$ cat src/sv/mcom_pkg.sv
// shared types, constants and helpers for the mesh center of mass unit
package mcom_pkg;

    localparam int MAX_TRIANGLES = 4096;
    localparam int COORD_BITS    = 12;
    localparam int CW            = 12;
    localparam int PW            = 2 * CW;
    localparam int DW            = PW + 1;
    localparam int TW            = CW + DW;
    localparam int VW            = TW + 2;
    localparam int SW            = CW + 2;
    localparam int MW            = SW + VW;
    localparam int ACC_W         = 64;
    localparam int CEN_W         = 20;
    localparam int SIXV_W        = 63;
    localparam int CNT_W         = $clog2(MAX_TRIANGLES + 1);
    localparam int FIFO_DEPTH    = 8;
    localparam int FIFO_AW       = $clog2(FIFO_DEPTH);
    localparam int FIFO_CW       = $clog2(FIFO_DEPTH + 1);
    localparam int FRONT_STAGES  = 4;
    localparam int OCC_W         = $clog2(FIFO_DEPTH + FRONT_STAGES + 1);
    localparam int NUM_AXES      = 3;
    localparam int INT_SHIFT     = 14;
    localparam int QW            = INT_SHIFT + 1;
    localparam int FW            = 8;
    localparam int FRAC_SHIFT    = 7;
    localparam int DSH_W         = ACC_W + INT_SHIFT;
    localparam int STEP_W        = 4;
    localparam int MAG_W         = 22;

    typedef struct packed {
        logic signed [VW-1:0] v;
        logic signed [MW-1:0] mx;
        logic signed [MW-1:0] my;
        logic signed [MW-1:0] mz;
        logic                 last;
    } t_tri;

    typedef enum logic [1:0] {
        BK_ACC,
        BK_START,
        BK_WAIT,
        BK_OUT
    } t_back_state;

    typedef enum logic [2:0] {
        DV_IDLE,
        DV_INT,
        DV_FSET,
        DV_FRAC,
        DV_DONE
    } t_div_state;

    function automatic logic signed [CW-1:0] coord_of(input logic [CW-1:0] raw);
        logic [CW-1:0] m;
        m = raw;
        for (int i = COORD_BITS; i < CW; i++) begin
            m[i] = raw[COORD_BITS-1];
        end
        return signed'(m);
    endfunction

endpackage

$ cat src/sv/mcom_fifo.sv
// short queue of per-triangle products between front and back
module mcom_fifo (
    input  logic                          i_clk,
    input  logic                          i_rst_n,
    input  logic                          i_push,
    input  mcom_pkg::t_tri                i_entry,
    input  logic                          i_pop,
    output mcom_pkg::t_tri                o_head,
    output logic                          o_empty,
    output logic [mcom_pkg::FIFO_CW-1:0]  o_count
);
    mcom_pkg::t_tri                 r_mem [mcom_pkg::FIFO_DEPTH];
    logic [mcom_pkg::FIFO_AW-1:0]   r_wr;
    logic [mcom_pkg::FIFO_AW-1:0]   r_rd;
    logic [mcom_pkg::FIFO_CW-1:0]   r_count;

    always_ff @(posedge i_clk) begin
        if (!i_rst_n) begin
            r_wr    <= '0;
            r_rd    <= '0;
            r_count <= '0;
        end else begin
            if (i_push) r_wr <= r_wr + 1'b1;
            if (i_pop)  r_rd <= r_rd + 1'b1;
            if (i_push && !i_pop)      r_count <= r_count + 1'b1;
            else if (!i_push && i_pop) r_count <= r_count - 1'b1;
        end
    end

    always_ff @(posedge i_clk) begin
        if (i_push) r_mem[r_wr] <= i_entry;
    end

    assign o_head  = r_mem[r_rd];
    assign o_empty = (r_count == '0);
    assign o_count = r_count;
endmodule

$ cat config.mk
export PLATFORM = sky130hd
export DESIGN_NAME = mcom_fifo
export DESIGN_NICKNAME = d
export VERILOG_FILES = /design/src/sv/mcom_pkg.sv /design/src/sv/mcom_fifo.sv
export SDC_FILE = /design/constraint.sdc
export NUM_CORES = 1
export LEC_CHECK = 0
export BUFFER_PORTS_ARGS = -buffer_cell sky130_fd_sc_hd__buf_2
export CAP_MARGIN = 20
export CORE_ASPECT_RATIO = 1.5
export CORE_MARGIN = 1
export CORE_UTILIZATION = 51
export DETAILED_ROUTE_END_ITERATION = 6
export PLACE_DENSITY = 0.79
export SKIP_LAST_GASP = 1
export SYNTH_ARGS = -nofsm -noshare
export SYNTH_HDL_FRONTEND = slang
export SYNTH_SLANG_ARGS = --single-unit
$ cat constraint.sdc
create_clock -name i_clk -period 18.6 [get_ports i_clk]
set_input_delay 1.86 -clock i_clk [delete_from_list [all_inputs] [get_ports i_clk]]
set_output_delay 1.86 -clock i_clk [all_outputs]
set_load 0.1 [all_outputs]
==> out/metrics.cfg <==
[drt]
drtAntennaViolNets = 0
drc = 0
via_per_inst = 5.912
firstDrtPassIters = 7
vias = 26860
drt_first_iter_violations = 2110
avgRoutedWirePerCell_um = 27.72
wl_mm = 126.0

[final_layout]
num-nets-final = 3062
finish.utilization = 0.5877
drive_gt1_frac = 0.4305
finalNonFillerCells = 4544
syn_to_final_growth_pct = 14.38

[clocking]
clkLatencyLatePin_ns = 0.77
htreeDepth = 4
cts_buffers = 144
clock_sinks = 1605
ctsHoldBuffers = 0
root_buffer = clkbuf_16
cts_buffer_depth = 3
cts_resized = 0
post_cts_buffers = 0
cts_tree = yes
clkTransAtPathRegs_ns = 0.07

[job]
maxCapViolCount = 0

[die]
die_y_um = 423.1
ios = 407
rows = 154
core_sq_um = 117300
dieWidth_um = 282.7
dieArea_sq_um = 119600
start_util = 0.5138

[placement]
io_buffers = 406
gp_congestion = 0.7240
place_ws_ns = 12.05
place_inst = 4266
dp_hpwl_mm = 67.77

[min_path]
min_path_cells = 2
hold_start = o_count[3]
hold_end = o_count[3]
hold_path_class = reg -> reg

[synthesis]
synth_top_cell_by_area = edfxtp_1
avgSynthCellArea_sq_um = 25.47
synth_xor_area_frac = 0.0008716
synth_most_common_cell = edfxtp_1
synth_flop_cell = edfxtp_1
syn_inst = 2367
synth_cell_type_count = 26
synthTopCellsByCount = edfxtp_1, mux4_2, mux2_2, clkbuf_1, buf_2
ys_ff_latch = 1605
synth_top_family_by_area = multiplexers
synth_nets = 2576
synthesis.area_sq_um = 60290
muxShareOfSynthArea = 0.1865
synth-compound-area-share = 0.0003943
postSynth.asyncResetShare = 0
ys.warnings.count = 0
synthAdderAreaFrac = 0.001370
yosys.area_share.simple = 0.002615
synth_top_area_frac = 0.7929
ys_seq_area_frac = 0.7972
synth-edff-count = 1592
ys_top_cells_by_area = edfxtp_1, mux4_2, mux2_2

[global_routing]
grt_pass1_wl_mm = 185.3
grt_pass1_vias = 28840
antenna_found_initial = 38
grt_use_total = 0.2142
grt-ovfl-total = 0
grt_max_degree = 151

[worst_setup_path]
slowest_stage = dfxtp_4
worstSetupPathType = reg -> out
r2r.worst_path.cells = 4
worst_r2r_endpoint = r_mem[1][138]
crit_required_ns = 16.74
end_kind = primary output
cpPeakStageDelay_ns = 0.92
path_common_cell = buf_4
worstPathMaxFanout = 69
critPathArrivalTime_ns = 5.54
r2r_slack_ns = 15.15
crit-reg2reg-launch = r_wr[2]
cp-start-kind = register
path_cells = buf_4 -> buf_4 -> buf_4 -> mux4_2 -> mux2_2 -> buf_2

[sta]
finalSetupViolCount = 0
finalWorstSetupSlack_ns = 11.20
finalCritPeriodShare = 0.3979
slew-limit-headroom = 0.2692
rsz0062_at_grt = no
min_period_ns = 7.401
fin_skew_ns = 0.02703
fmax_ghz = 0.1351
finalSetupTns_ns = 0
maxSlewViolCount = 0
timing_hold_violations_final = 0
tightest_slew_ns = 1.096

[pwr]
p_sw_frac = 0.2649
netSwitchingPower_mw = 2.197
power_mw = 8.294
irDropWorstVdd_mv = 0.1563
p_seq_frac = 0.495
power_leakage_nw = 21.82
pwr_density_cell_nw_per_um2 = 120.3
p_int_mw = 6.097
clockPowerShare = 0.365
combPwrFrac = 0.140

[run_status]
status = complete, no violations

==> how the worst max path moves through the flow <==
stage | start | to | slack, ns | depth (start not counted)
final | register | o_head[170] | 11.20 | 6
after global routing | register | o_head[170] | 11.01 | 6
after CTS | register | o_head[170] | 11.16 | 6
after detailed placement | register | o_head[146] | 12.05 | 6
after global placement | register | o_head[146] | 12.22 | 6
after floorplan | i_push | r_mem[0][0] | 2.25 | 2
==> registers in the layout (all words and copies together) (netlist names), named ones only <==
register and flops:
r_wr 3, r_mem 1592, o_count 4, r_rd 3
==> worst max-delay path: cells and delay by family, from the launching register on <==
kind     cells  cell delay, ns
buf+inv      4            2.82
flops        1            0.92
mux          2            0.73
==> final cells by class <==
type / instances / area, sq um
Antenna cell: 13 / 32.53
Clock buffer: 170 / 3827
Clock inverter: 94 / 1031
Fill cell: 7849 / 48380
Inverter: 2 / 7.507
Multi-Input combinational cell: 648 / 11620
Sequential cell: 1605 / 48080
Tap cell: 1560 / 1952
Timing Repair Buffer: 452 / 2421
==> stage by stage <==
step	hold slack, ns	cell area, sq um
after global placement	0.4713	64060
after CTS	0.5038	68920
after global routing	0.5417	68960
after floorplan	0.5125	60290
after detailed placement	0.4919	64060
final	0.5005	68960
==> cell families (layout without fill, tap and decap cells) <==
kind of cell / after synthesis / count (layout)
AOI/OAI and AO/OA: 4 / 4
xor gates and xnor gates: 6 / 6
adders and majority gates: 6 / 6
buffers and inverters: 114 / 718
DFF: 1605 / 1605
muxes: 601 / 601
other: 0 / 13
and+or+nand+nor: 31 / 31
==> power groups by stage <==
| stage | registers, mW | clock network (mW) | logic, mW |
|---|---|---|---|
| 3_5_place_dp | 4.18 | 0 | 1.16 |
| 2_1_floorplan | 4.21 | 0 | 0.926 |
| 6_report | 4.11 | 3.03 | 1.16 |
| 5_1_grt | 4.11 | 3.21 | 1.21 |
| 4_1_cts | 4.11 | 3.08 | 1.17 |
| 3_3_place_gp | 4.17 | 0 | 1.14 |
==> placed cells by master, fill, tap and decap left out, drive strengths merged, types with 2 or more instances in the layout <==
cell type  count
nor2b          3
xnor2          4
edfxtp      1592
ha             5
clkbuf       171
buf          451
nor2           7
mux2i          4
nand2b         4
xor2           2
nor3           2
clkinv        56
inv           12
mux2         199
mux4         398
and2           7
clkinvlp      11
nand2          6
diode         13
bufinv        17
dfxtp         13
==> per-layer routing <==
metal / vias up / global-route usage / share of wire
met3: 257 / 0.06087 / 0.080
met5: - / 0 / 0.0023
met4: 46 / 0.08667 / 0.028
met2: 1047 / 0.3649 / 0.52
met1: 14340 / 0.2550 / 0.37
li1: 11170 / - / -
No activity file was read; power rests on OpenSTA's default activity.
