$ cat config.mk
export PLATFORM = sky130hd
export DESIGN_NAME = mcom_back
export DESIGN_NICKNAME = d
export VERILOG_FILES = /design/src/sv/mcom_pkg.sv /design/src/sv/mcom_div.sv /design/src/sv/mcom_back.sv
export SDC_FILE = /design/constraint.sdc
export NUM_CORES = 2
export LEC_CHECK = 0
export BUFFER_PORTS_ARGS = -buffer_cell sky130_fd_sc_hd__buf_4
export CAP_MARGIN = 25
export CORE_ASPECT_RATIO = 0.7
export CORE_MARGIN = 3
export CORE_UTILIZATION = 26
export DETAILED_ROUTE_END_ITERATION = 10
export PLACE_DENSITY = 0.47
export SLEW_MARGIN = 20
export SYNTH_ARGS = -nofsm -noshare
export SYNTH_HDL_FRONTEND = slang
export SYNTH_SLANG_ARGS = --single-unit
export TNS_END_PERCENT = 100
$ cat constraint.sdc
create_clock -name i_clk -period 14.65 [get_ports i_clk]
set_input_delay 0.7325 -clock i_clk [delete_from_list [all_inputs] [get_ports i_clk]]
set_output_delay 0.7325 -clock i_clk [all_outputs]
set_load 0.005 [all_outputs]
$ cat src/sv/mcom_pkg.sv
// shared types, constants and helpers for the mesh center of mass unit
package mcom_pkg;

    localparam int MAX_TRIANGLES = 4096;
    localparam int COORD_BITS    = 12;
    localparam int CW            = 12;
    localparam int PW            = 2 * CW;
    localparam int DW            = PW + 1;
    localparam int TW            = CW + DW;
    localparam int VW            = TW + 2;
    localparam int SW            = CW + 2;
    localparam int MW            = SW + VW;
    localparam int ACC_W         = 64;
    localparam int CEN_W         = 20;
    localparam int SIXV_W        = 63;
    localparam int CNT_W         = $clog2(MAX_TRIANGLES + 1);
    localparam int FIFO_DEPTH    = 8;
    localparam int FIFO_AW       = $clog2(FIFO_DEPTH);
    localparam int FIFO_CW       = $clog2(FIFO_DEPTH + 1);
    localparam int FRONT_STAGES  = 4;
    localparam int OCC_W         = $clog2(FIFO_DEPTH + FRONT_STAGES + 1);
    localparam int NUM_AXES      = 3;
    localparam int INT_SHIFT     = 14;
    localparam int QW            = INT_SHIFT + 1;
    localparam int FW            = 8;
    localparam int FRAC_SHIFT    = 7;
    localparam int DSH_W         = ACC_W + INT_SHIFT;
    localparam int STEP_W        = 4;
    localparam int MAG_W         = 22;

    typedef struct packed {
        logic signed [VW-1:0] v;
        logic signed [MW-1:0] mx;
        logic signed [MW-1:0] my;
        logic signed [MW-1:0] mz;
        logic                 last;
    } t_tri;

    typedef enum logic [1:0] {
        BK_ACC,
        BK_START,
        BK_WAIT,
        BK_OUT
    } t_back_state;

    typedef enum logic [2:0] {
        DV_IDLE,
        DV_INT,
        DV_FSET,
        DV_FRAC,
        DV_DONE
    } t_div_state;

    function automatic logic signed [CW-1:0] coord_of(input logic [CW-1:0] raw);
        logic [CW-1:0] m;
        m = raw;
        for (int i = COORD_BITS; i < CW; i++) begin
            m[i] = raw[COORD_BITS-1];
        end
        return signed'(m);
    endfunction

endpackage

$ cat src/sv/mcom_div.sv
// serial divider: rounded, saturated Q12.8 quotient moment / (4 * volume)
module mcom_div (
    input  logic                                 i_clk,
    input  logic                                 i_rst_n,
    input  logic                                 i_start,
    input  logic [mcom_pkg::ACC_W-1:0]           i_mom,
    input  logic [mcom_pkg::ACC_W-1:0]           i_vol,
    output logic                                 o_done,
    output logic [mcom_pkg::CEN_W-1:0]           o_center
);
    mcom_pkg::t_div_state              r_state, n_state;
    logic [mcom_pkg::ACC_W-1:0]        r_rem;
    logic [mcom_pkg::DSH_W-1:0]        r_dsh;
    logic [mcom_pkg::ACC_W-1:0]        r_vm;
    logic [mcom_pkg::QW-1:0]           r_q;
    logic [mcom_pkg::FW-1:0]           r_f;
    logic [mcom_pkg::STEP_W-1:0]       r_cnt;
    logic                              r_neg;
    logic [mcom_pkg::ACC_W-1:0]        mm, vm, dsm;
    logic                              ge, vm_low;
    logic [mcom_pkg::FRAC_SHIFT-1:0]   fq;
    logic [mcom_pkg::MAG_W-1:0]        mag;

    localparam logic [mcom_pkg::ACC_W-1:0] SMALL_LIM = mcom_pkg::ACC_W'(1) << 56;
    localparam logic [mcom_pkg::MAG_W-1:0] CenMax    = mcom_pkg::MAG_W'(524287);
    localparam logic [mcom_pkg::MAG_W-1:0] CenMinMag = mcom_pkg::MAG_W'(524288);

    assign mm     = i_mom[mcom_pkg::ACC_W-1] ? (~i_mom + 1'b1) : i_mom;
    assign vm     = i_vol[mcom_pkg::ACC_W-1] ? (~i_vol + 1'b1) : i_vol;
    assign ge     = ({{mcom_pkg::INT_SHIFT{1'b0}}, r_rem} >= r_dsh);
    assign vm_low = (r_vm <= SMALL_LIM);
    assign dsm    = vm_low ? r_vm : (r_vm >> mcom_pkg::FRAC_SHIFT);

    always_comb begin
        n_state = r_state;
        unique case (r_state)
            mcom_pkg::DV_IDLE: if (i_start) n_state = mcom_pkg::DV_INT;
            mcom_pkg::DV_INT:  if (r_cnt == '0) n_state = mcom_pkg::DV_FSET;
            mcom_pkg::DV_FSET: n_state = mcom_pkg::DV_FRAC;
            mcom_pkg::DV_FRAC: if (r_cnt == '0) n_state = mcom_pkg::DV_DONE;
            mcom_pkg::DV_DONE: n_state = mcom_pkg::DV_IDLE;
            default:           n_state = mcom_pkg::DV_IDLE;
        endcase
    end

    always_comb begin
        fq  = (r_f > mcom_pkg::FW'(127)) ? mcom_pkg::FRAC_SHIFT'(127)
                                         : r_f[mcom_pkg::FRAC_SHIFT-1:0];
        mag = (mcom_pkg::MAG_W'({r_q[mcom_pkg::QW-2:0], fq}) + 1'b1) >> 1;
        if (r_q[mcom_pkg::QW-1]) mag = CenMinMag + 1'b1;
        if (r_neg) begin
            if (mag > CenMinMag) mag = CenMinMag;
            mag = ~mag + 1'b1;
        end else if (mag > CenMax) begin
            mag = CenMax;
        end
        o_center = mag[mcom_pkg::CEN_W-1:0];
        o_done   = (r_state == mcom_pkg::DV_DONE);
    end

    always_ff @(posedge i_clk) begin
        if (!i_rst_n) r_state <= mcom_pkg::DV_IDLE;
        else          r_state <= n_state;
    end

    always_ff @(posedge i_clk) begin
        unique case (r_state)
            mcom_pkg::DV_IDLE: begin
                r_rem <= mm;
                r_dsh <= {vm, {mcom_pkg::INT_SHIFT{1'b0}}};
                r_vm  <= vm;
                r_neg <= i_mom[mcom_pkg::ACC_W-1] ^ i_vol[mcom_pkg::ACC_W-1];
                r_q   <= '0;
                r_cnt <= mcom_pkg::STEP_W'(mcom_pkg::INT_SHIFT);
            end
            mcom_pkg::DV_INT: begin
                if (ge) r_rem <= r_rem - r_dsh[mcom_pkg::ACC_W-1:0];
                r_q   <= {r_q[mcom_pkg::QW-2:0], ge};
                r_dsh <= r_dsh >> 1;
                r_cnt <= r_cnt - 1'b1;
            end
            mcom_pkg::DV_FSET: begin
                r_rem <= vm_low ? (r_rem << mcom_pkg::FRAC_SHIFT) : r_rem;
                r_dsh <= {{(mcom_pkg::INT_SHIFT - mcom_pkg::FRAC_SHIFT){1'b0}},
                          dsm, {mcom_pkg::FRAC_SHIFT{1'b0}}};
                r_f   <= '0;
                r_cnt <= mcom_pkg::STEP_W'(mcom_pkg::FW - 1);
            end
            mcom_pkg::DV_FRAC: begin
                if (ge) r_rem <= r_rem - r_dsh[mcom_pkg::ACC_W-1:0];
                r_f   <= {r_f[mcom_pkg::FW-2:0], ge};
                r_dsh <= r_dsh >> 1;
                r_cnt <= r_cnt - 1'b1;
            end
            mcom_pkg::DV_DONE: begin
            end
            default: begin
            end
        endcase
    end
endmodule

$ cat src/sv/mcom_back.sv
// back end: accumulators, per-axis division sequencing and result register
module mcom_back (
    input  logic                          i_clk,
    input  logic                          i_rst_n,
    input  mcom_pkg::t_tri                i_head,
    input  logic                          i_empty,
    output logic                          o_pop,
    input  logic                          i_stall,
    output logic                          o_valid,
    output logic [19:0]                   o_center_x,
    output logic [19:0]                   o_center_y,
    output logic [19:0]                   o_center_z,
    output logic [62:0]                   o_six_volume,
    output logic                          o_degenerate,
    output logic                          o_overflow
);
    mcom_pkg::t_back_state           r_state, n_state;
    logic [mcom_pkg::ACC_W-1:0]      r_mx, r_my, r_mz, r_vol;
    logic [mcom_pkg::ACC_W-1:0]      n_mx, n_my, n_mz, n_vol;
    logic [mcom_pkg::CNT_W-1:0]      r_cnt;
    logic                            r_exc;
    logic                            r_degen;
    logic [1:0]                      r_axis;
    logic [mcom_pkg::CEN_W-1:0]      r_cen [mcom_pkg::NUM_AXES];
    logic [mcom_pkg::ACC_W-1:0]      div_mom;
    logic                            div_start, div_done;
    logic [mcom_pkg::CEN_W-1:0]      div_center;
    logic                            out_free, load, last_axis;
    logic                            r_o_valid;

    assign n_mx  = r_mx  + {{(mcom_pkg::ACC_W-mcom_pkg::MW){i_head.mx[mcom_pkg::MW-1]}}, i_head.mx};
    assign n_my  = r_my  + {{(mcom_pkg::ACC_W-mcom_pkg::MW){i_head.my[mcom_pkg::MW-1]}}, i_head.my};
    assign n_mz  = r_mz  + {{(mcom_pkg::ACC_W-mcom_pkg::MW){i_head.mz[mcom_pkg::MW-1]}}, i_head.mz};
    assign n_vol = r_vol + {{(mcom_pkg::ACC_W-mcom_pkg::VW){i_head.v[mcom_pkg::VW-1]}}, i_head.v};
    assign out_free  = !r_o_valid || !i_stall;
    assign last_axis = (r_axis == 2'(mcom_pkg::NUM_AXES - 1));

    always_comb begin
        n_state = r_state;
        unique case (r_state)
            mcom_pkg::BK_ACC: begin
                if (!i_empty && i_head.last)
                    n_state = (n_vol == '0) ? mcom_pkg::BK_OUT : mcom_pkg::BK_START;
            end
            mcom_pkg::BK_START: n_state = mcom_pkg::BK_WAIT;
            mcom_pkg::BK_WAIT: begin
                if (div_done) n_state = last_axis ? mcom_pkg::BK_OUT : mcom_pkg::BK_START;
            end
            mcom_pkg::BK_OUT: if (out_free) n_state = mcom_pkg::BK_ACC;
            default: n_state = mcom_pkg::BK_ACC;
        endcase
    end

    always_comb begin
        o_pop     = (r_state == mcom_pkg::BK_ACC) && !i_empty;
        div_start = (r_state == mcom_pkg::BK_START);
        load      = (r_state == mcom_pkg::BK_OUT) && out_free;
        unique case (r_axis)
            2'd0:    div_mom = r_mx;
            2'd1:    div_mom = r_my;
            default: div_mom = r_mz;
        endcase
    end

    mcom_div u_div (
        .i_clk    (i_clk),
        .i_rst_n  (i_rst_n),
        .i_start  (div_start),
        .i_mom    (div_mom),
        .i_vol    (r_vol),
        .o_done   (div_done),
        .o_center (div_center)
    );

    always_ff @(posedge i_clk) begin
        if (!i_rst_n) begin
            r_state   <= mcom_pkg::BK_ACC;
            r_mx      <= '0;
            r_my      <= '0;
            r_mz      <= '0;
            r_vol     <= '0;
            r_cnt     <= '0;
            r_exc     <= 1'b0;
            r_o_valid <= 1'b0;
            r_axis    <= '0;
        end else begin
            r_state <= n_state;
            if (load) begin
                r_mx  <= '0;
                r_my  <= '0;
                r_mz  <= '0;
                r_vol <= '0;
                r_cnt <= '0;
                r_exc <= 1'b0;
            end else if (o_pop) begin
                r_mx  <= n_mx;
                r_my  <= n_my;
                r_mz  <= n_mz;
                r_vol <= n_vol;
                if (r_cnt >= mcom_pkg::CNT_W'(mcom_pkg::MAX_TRIANGLES)) r_exc <= 1'b1;
                else                                                     r_cnt <= r_cnt + 1'b1;
            end
            if (r_state == mcom_pkg::BK_ACC)   r_axis <= '0;
            else if (div_done && !last_axis)   r_axis <= r_axis + 1'b1;
            if (load)               r_o_valid <= 1'b1;
            else if (!i_stall)      r_o_valid <= 1'b0;
        end
    end

    always_ff @(posedge i_clk) begin
        if (o_pop && i_head.last) r_degen <= (n_vol == '0);
        if (div_done) r_cen[r_axis] <= div_center;
        if (load) begin
            o_center_x   <= r_degen ? '0 : r_cen[0];
            o_center_y   <= r_degen ? '0 : r_cen[1];
            o_center_z   <= r_degen ? '0 : r_cen[2];
            o_six_volume <= r_vol[mcom_pkg::SIXV_W-1:0];
            o_degenerate <= r_degen;
            o_overflow   <= r_exc;
        end
    end

    assign o_valid = r_o_valid;
endmodule

==> key figures <==
Detailed routing
  – Vias: 44.3k
  – Via density: 5.30
  – WL final: 183,000 microns
  – Initial drt markers: 3,866
  – DRC Markers: 0
  – Wire per inst: 21.9 microns
  – DRT antenna net count: 0
  – 1st-pass router iterations: 6

Worst setup path
  – CP Launch Type: flop
  – CP max FO: 66
  – Slowest cell on the critical path: nor3_1
  – Crit path cell chain: inv_1 > ha_2 > buf_4 > nor2_4 > a21oi_1 > nor4bb_1 > nor4bb_1 > nand4_1 > nor2_1 > nand4_1 > nor3_1 > a21oi_1 > xnor2_1 > a22oi_1 > o21ai_0
  – Worst setup path endpoint: u_div.r_rem[61]$_DFFE_PP_
  – Worst Setup SP: r_axis[1]$_SDFFE_PP0P_
  – Worst R2R Start: r_axis[1]$_SDFFE_PP0P_
  – Reg2reg end: u_div.r_rem[61]$_DFFE_PP_
  – Data arrival, critical path: 6580 ps
  – Worst setup EP type: flop
  – FF-to-FF path depth: 15
  – CP max stage delay: 970 ps
  – Worst EP required: 15,070 ps
  – Type of the worst setup path: flop to flop
  – Reg2Reg Setup Slack: 8490 ps

Floorplanning
  – Die area: 193,000 sq um
  – Core Region: 186,000 sq um
  – Chip Height: 368 microns
  – I/O pin count: 330
  – Die Width: 524 microns
  – Initial core utilization: 26.3%
  – Rows: 132

Logic synthesis
  – #FFs+latches synth: 698
  – Register area share after synthesis: 37.3%
  – Share of the synthesized area in the top cell type: 25.9%
  – Post-synth top area cell: edfxtp_1
  – Syn Nets: 6,182
  – Mapped Cells: 5,648
  – Async set-reset flop share out of synthesis: 0%
  – Synth Cell Area: 48,800 sq um
  – Post-Syn Area per Cell: 8.64 sq um
  – Yosys cell types: 87
  – Synth Warn #: 0
  – Synth area leaders: edfxtp_1 (26%), dfxtp_1 (11%), ha_1 (8.4%)
  – Post-synth EDFFs: 420
  – Most used DFF post-synth: edfxtp_1

Place
  – IO Port Bufs: 329
  – Final RePlAce weighted congestion: 0.940
  – Dpl hpwl: 140,000 microns
  – Pre-CTS setup slack: 8650 ps
  – Placed Cells: 8,213
  – Area after DPL: 53,800 sq um

Timing
  – Setup TNS: 0 ps
  – Max Clk Rate: 162 MHz
  – Worst slew margin: 25.7%
  – Unrepaired setup endpoints after global routing: no
  – Final Setup Violations: 0
  – Fin. max-slew vios: 0
  – Final Hold Viols: 0
  – Final worst setup slack: 8490 ps
  – Worst-margin pin slew: 1110 ps
  – Setup Skew: 34.2 ps
  – Final min period: 6160 ps
  – Final period util: 42.0%

Pwr
  – Peak VDD IR: 88.8 uV
  – Pwr dens: 144 nW/um^2
  – Leakage: 22.8 nW

Clock network
  – Worst skew pair latency: 720 ps
  – CTS tree: built
  – Setup Buffers After CTS: 0
  – Hold buffers post-CTS: 0
  – Root Buffer: clkbuf_16
  – Worst-path clk slew: 70 ps
  – H-tree depth: 3
  – CTS resizes: 0
  – Max clock buf depth: 3
  – Total clock buffers created by CTS: 84
  – CTS sink cnt: 698

Global routing
  – Number of global-route vias before repair: 40.8k
  – First-pass GRT wire length: 270,000 microns
  – Largest net degree at the start of global routing: 137
  – Initial antenna violation count: 2
  – All-Layer GR Usage: 18.2%
  – Remaining global-route overflow: 0

Finish
  – Synth-to-Final Area Change: 16.4%
  – Share of cells above drive strength 1: 10.2%
  – Commonest cells after routing, fill and taps aside: nand2_1 (742), a21oi_1 (631), edfxtp_1 (420)
  – Final core occ: 30.6%
  – Post-route insts no fill: 8,369
  – Nets: 6,354
  – Commonest non-fill, non-tap cell in the layout: nand2_1
  – Final Instance Area: 56,800 sq um

Outcome
  – Outcome: complete, no violations

Run
  – Max cap viols: 0

Worst hold path
  – Worst Hold Class: input port to flop
## where the power goes
group | switching [W] | internal, W | total, W
registers | 0.000290 | 0.00239 | 0.00268
logic | 0.00193 | 0.00122 | 0.00316
clock network | 0.000978 | 0.00135 | 0.00232
total | 0.00320 | 0.00496 | 0.00816
## kinds of logic (layout without fill, tap and decap cells)
group	after synthesis	in the layout	share of synthesized area, %
buf+inv	474	715	3.65
simple gates	1828	1828	17.8
xor+xnor	413	413	7.44
compound gates	1856	1856	24.3
fa+ha+maj	331	331	8.57
other cells	0	1	0
flops	698	698	37.3
mux	48	48	0.987
## metal layers
layer / GRT usage (%) / up-vias / routed length (microns)
met2: 25.1 / 1414 / 72700
met4: 3.19 / 0 / 3000
li1: - / 21324 / -
met1: 29.1 / 21438 / 95600
met3: 2.88 / 163 / 11600
met5: 0 / - / 0
## critical path, delay by kind of cell (launching register included)
| family | cells | cell delay, ps |
|---|---|---|
| buffers and inverters | 2 | 760 |
| adder cells (fa/ha/maj) | 1 | 160 |
| AO/OA/AOI/OAI | 4 | 900 |
| AND/OR/NAND/NOR | 7 | 3450 |
| flip-flops | 1 | 320 |
| XOR/XNOR | 1 | 180 |
## Yosys cell counts, drive strengths merged (101+ instances only)
cell,number
a21o,197
a21oi,633
clkbuf,269
dfxtp,278
edfxtp,420
ha,326
inv,177
nand2,743
nand3,122
nor2,318
nor2b,101
o21ai,325
xnor2,269
xor2,143
## through the flow
step	total power [W]	hold slack [ps]
after global placement	0.00584	460
after floorplan	0.00481	409
final	0.00816	359
after detailed placement	0.00581	466
after CTS	0.00818	305
after global routing	0.00863	326
## worst min path at each step
stage	startpoint	endpoint	slack [ps]	depth (start not counted)
2_1_floorplan	r_exc$_SDFFE_PP0P_	o_overflow$_DFFE_PP_	410	0
3_3_place_gp	r_my[31]$_SDFFE_PP0P_	r_my[31]$_SDFFE_PP0P_	460	2
3_5_place_dp	r_my[25]$_SDFFE_PP0P_	r_my[25]$_SDFFE_PP0P_	470	2
4_1_cts	i_rst_n	r_state[1]$_SDFFE_PN0P_	310	2
5_1_grt	i_empty	r_degen$_DFFE_PP_	330	2
6_report	i_rst_n	r_state[1]$_SDFFE_PN0P_	360	2
## cell type report
type                            count  area [sq um]
Timing Repair Buffer              382          2880
Sequential cell                   698         18200
Multi-Input combinational cell   4476         29000
Fill cell                       19584        129000
Tap cell                         2479          3100
Clock inverter                     61           792
Antenna cell                        1          2.50
Inverter                          178           677
Clock buffer                       94          2200
## state kept, by name, summed over array words and instances (netlist names), 2 cells and up
name	flops
r_my	64
r_mx	64
u_div.r_cnt	4
o_six_volume	63
u_div.r_f	8
o_center_y	20
o_center_x	20
u_div.r_q	15
r_vol	64
r_mz	64
u_div.r_dsh	78
r_cen	60
u_div.r_state	3
u_div.r_rem	64
r_axis	2
o_center_z	20
u_div.r_vm	64
r_cnt	13
r_state	2
Note: power is estimated with default switching activity, not from simulation.
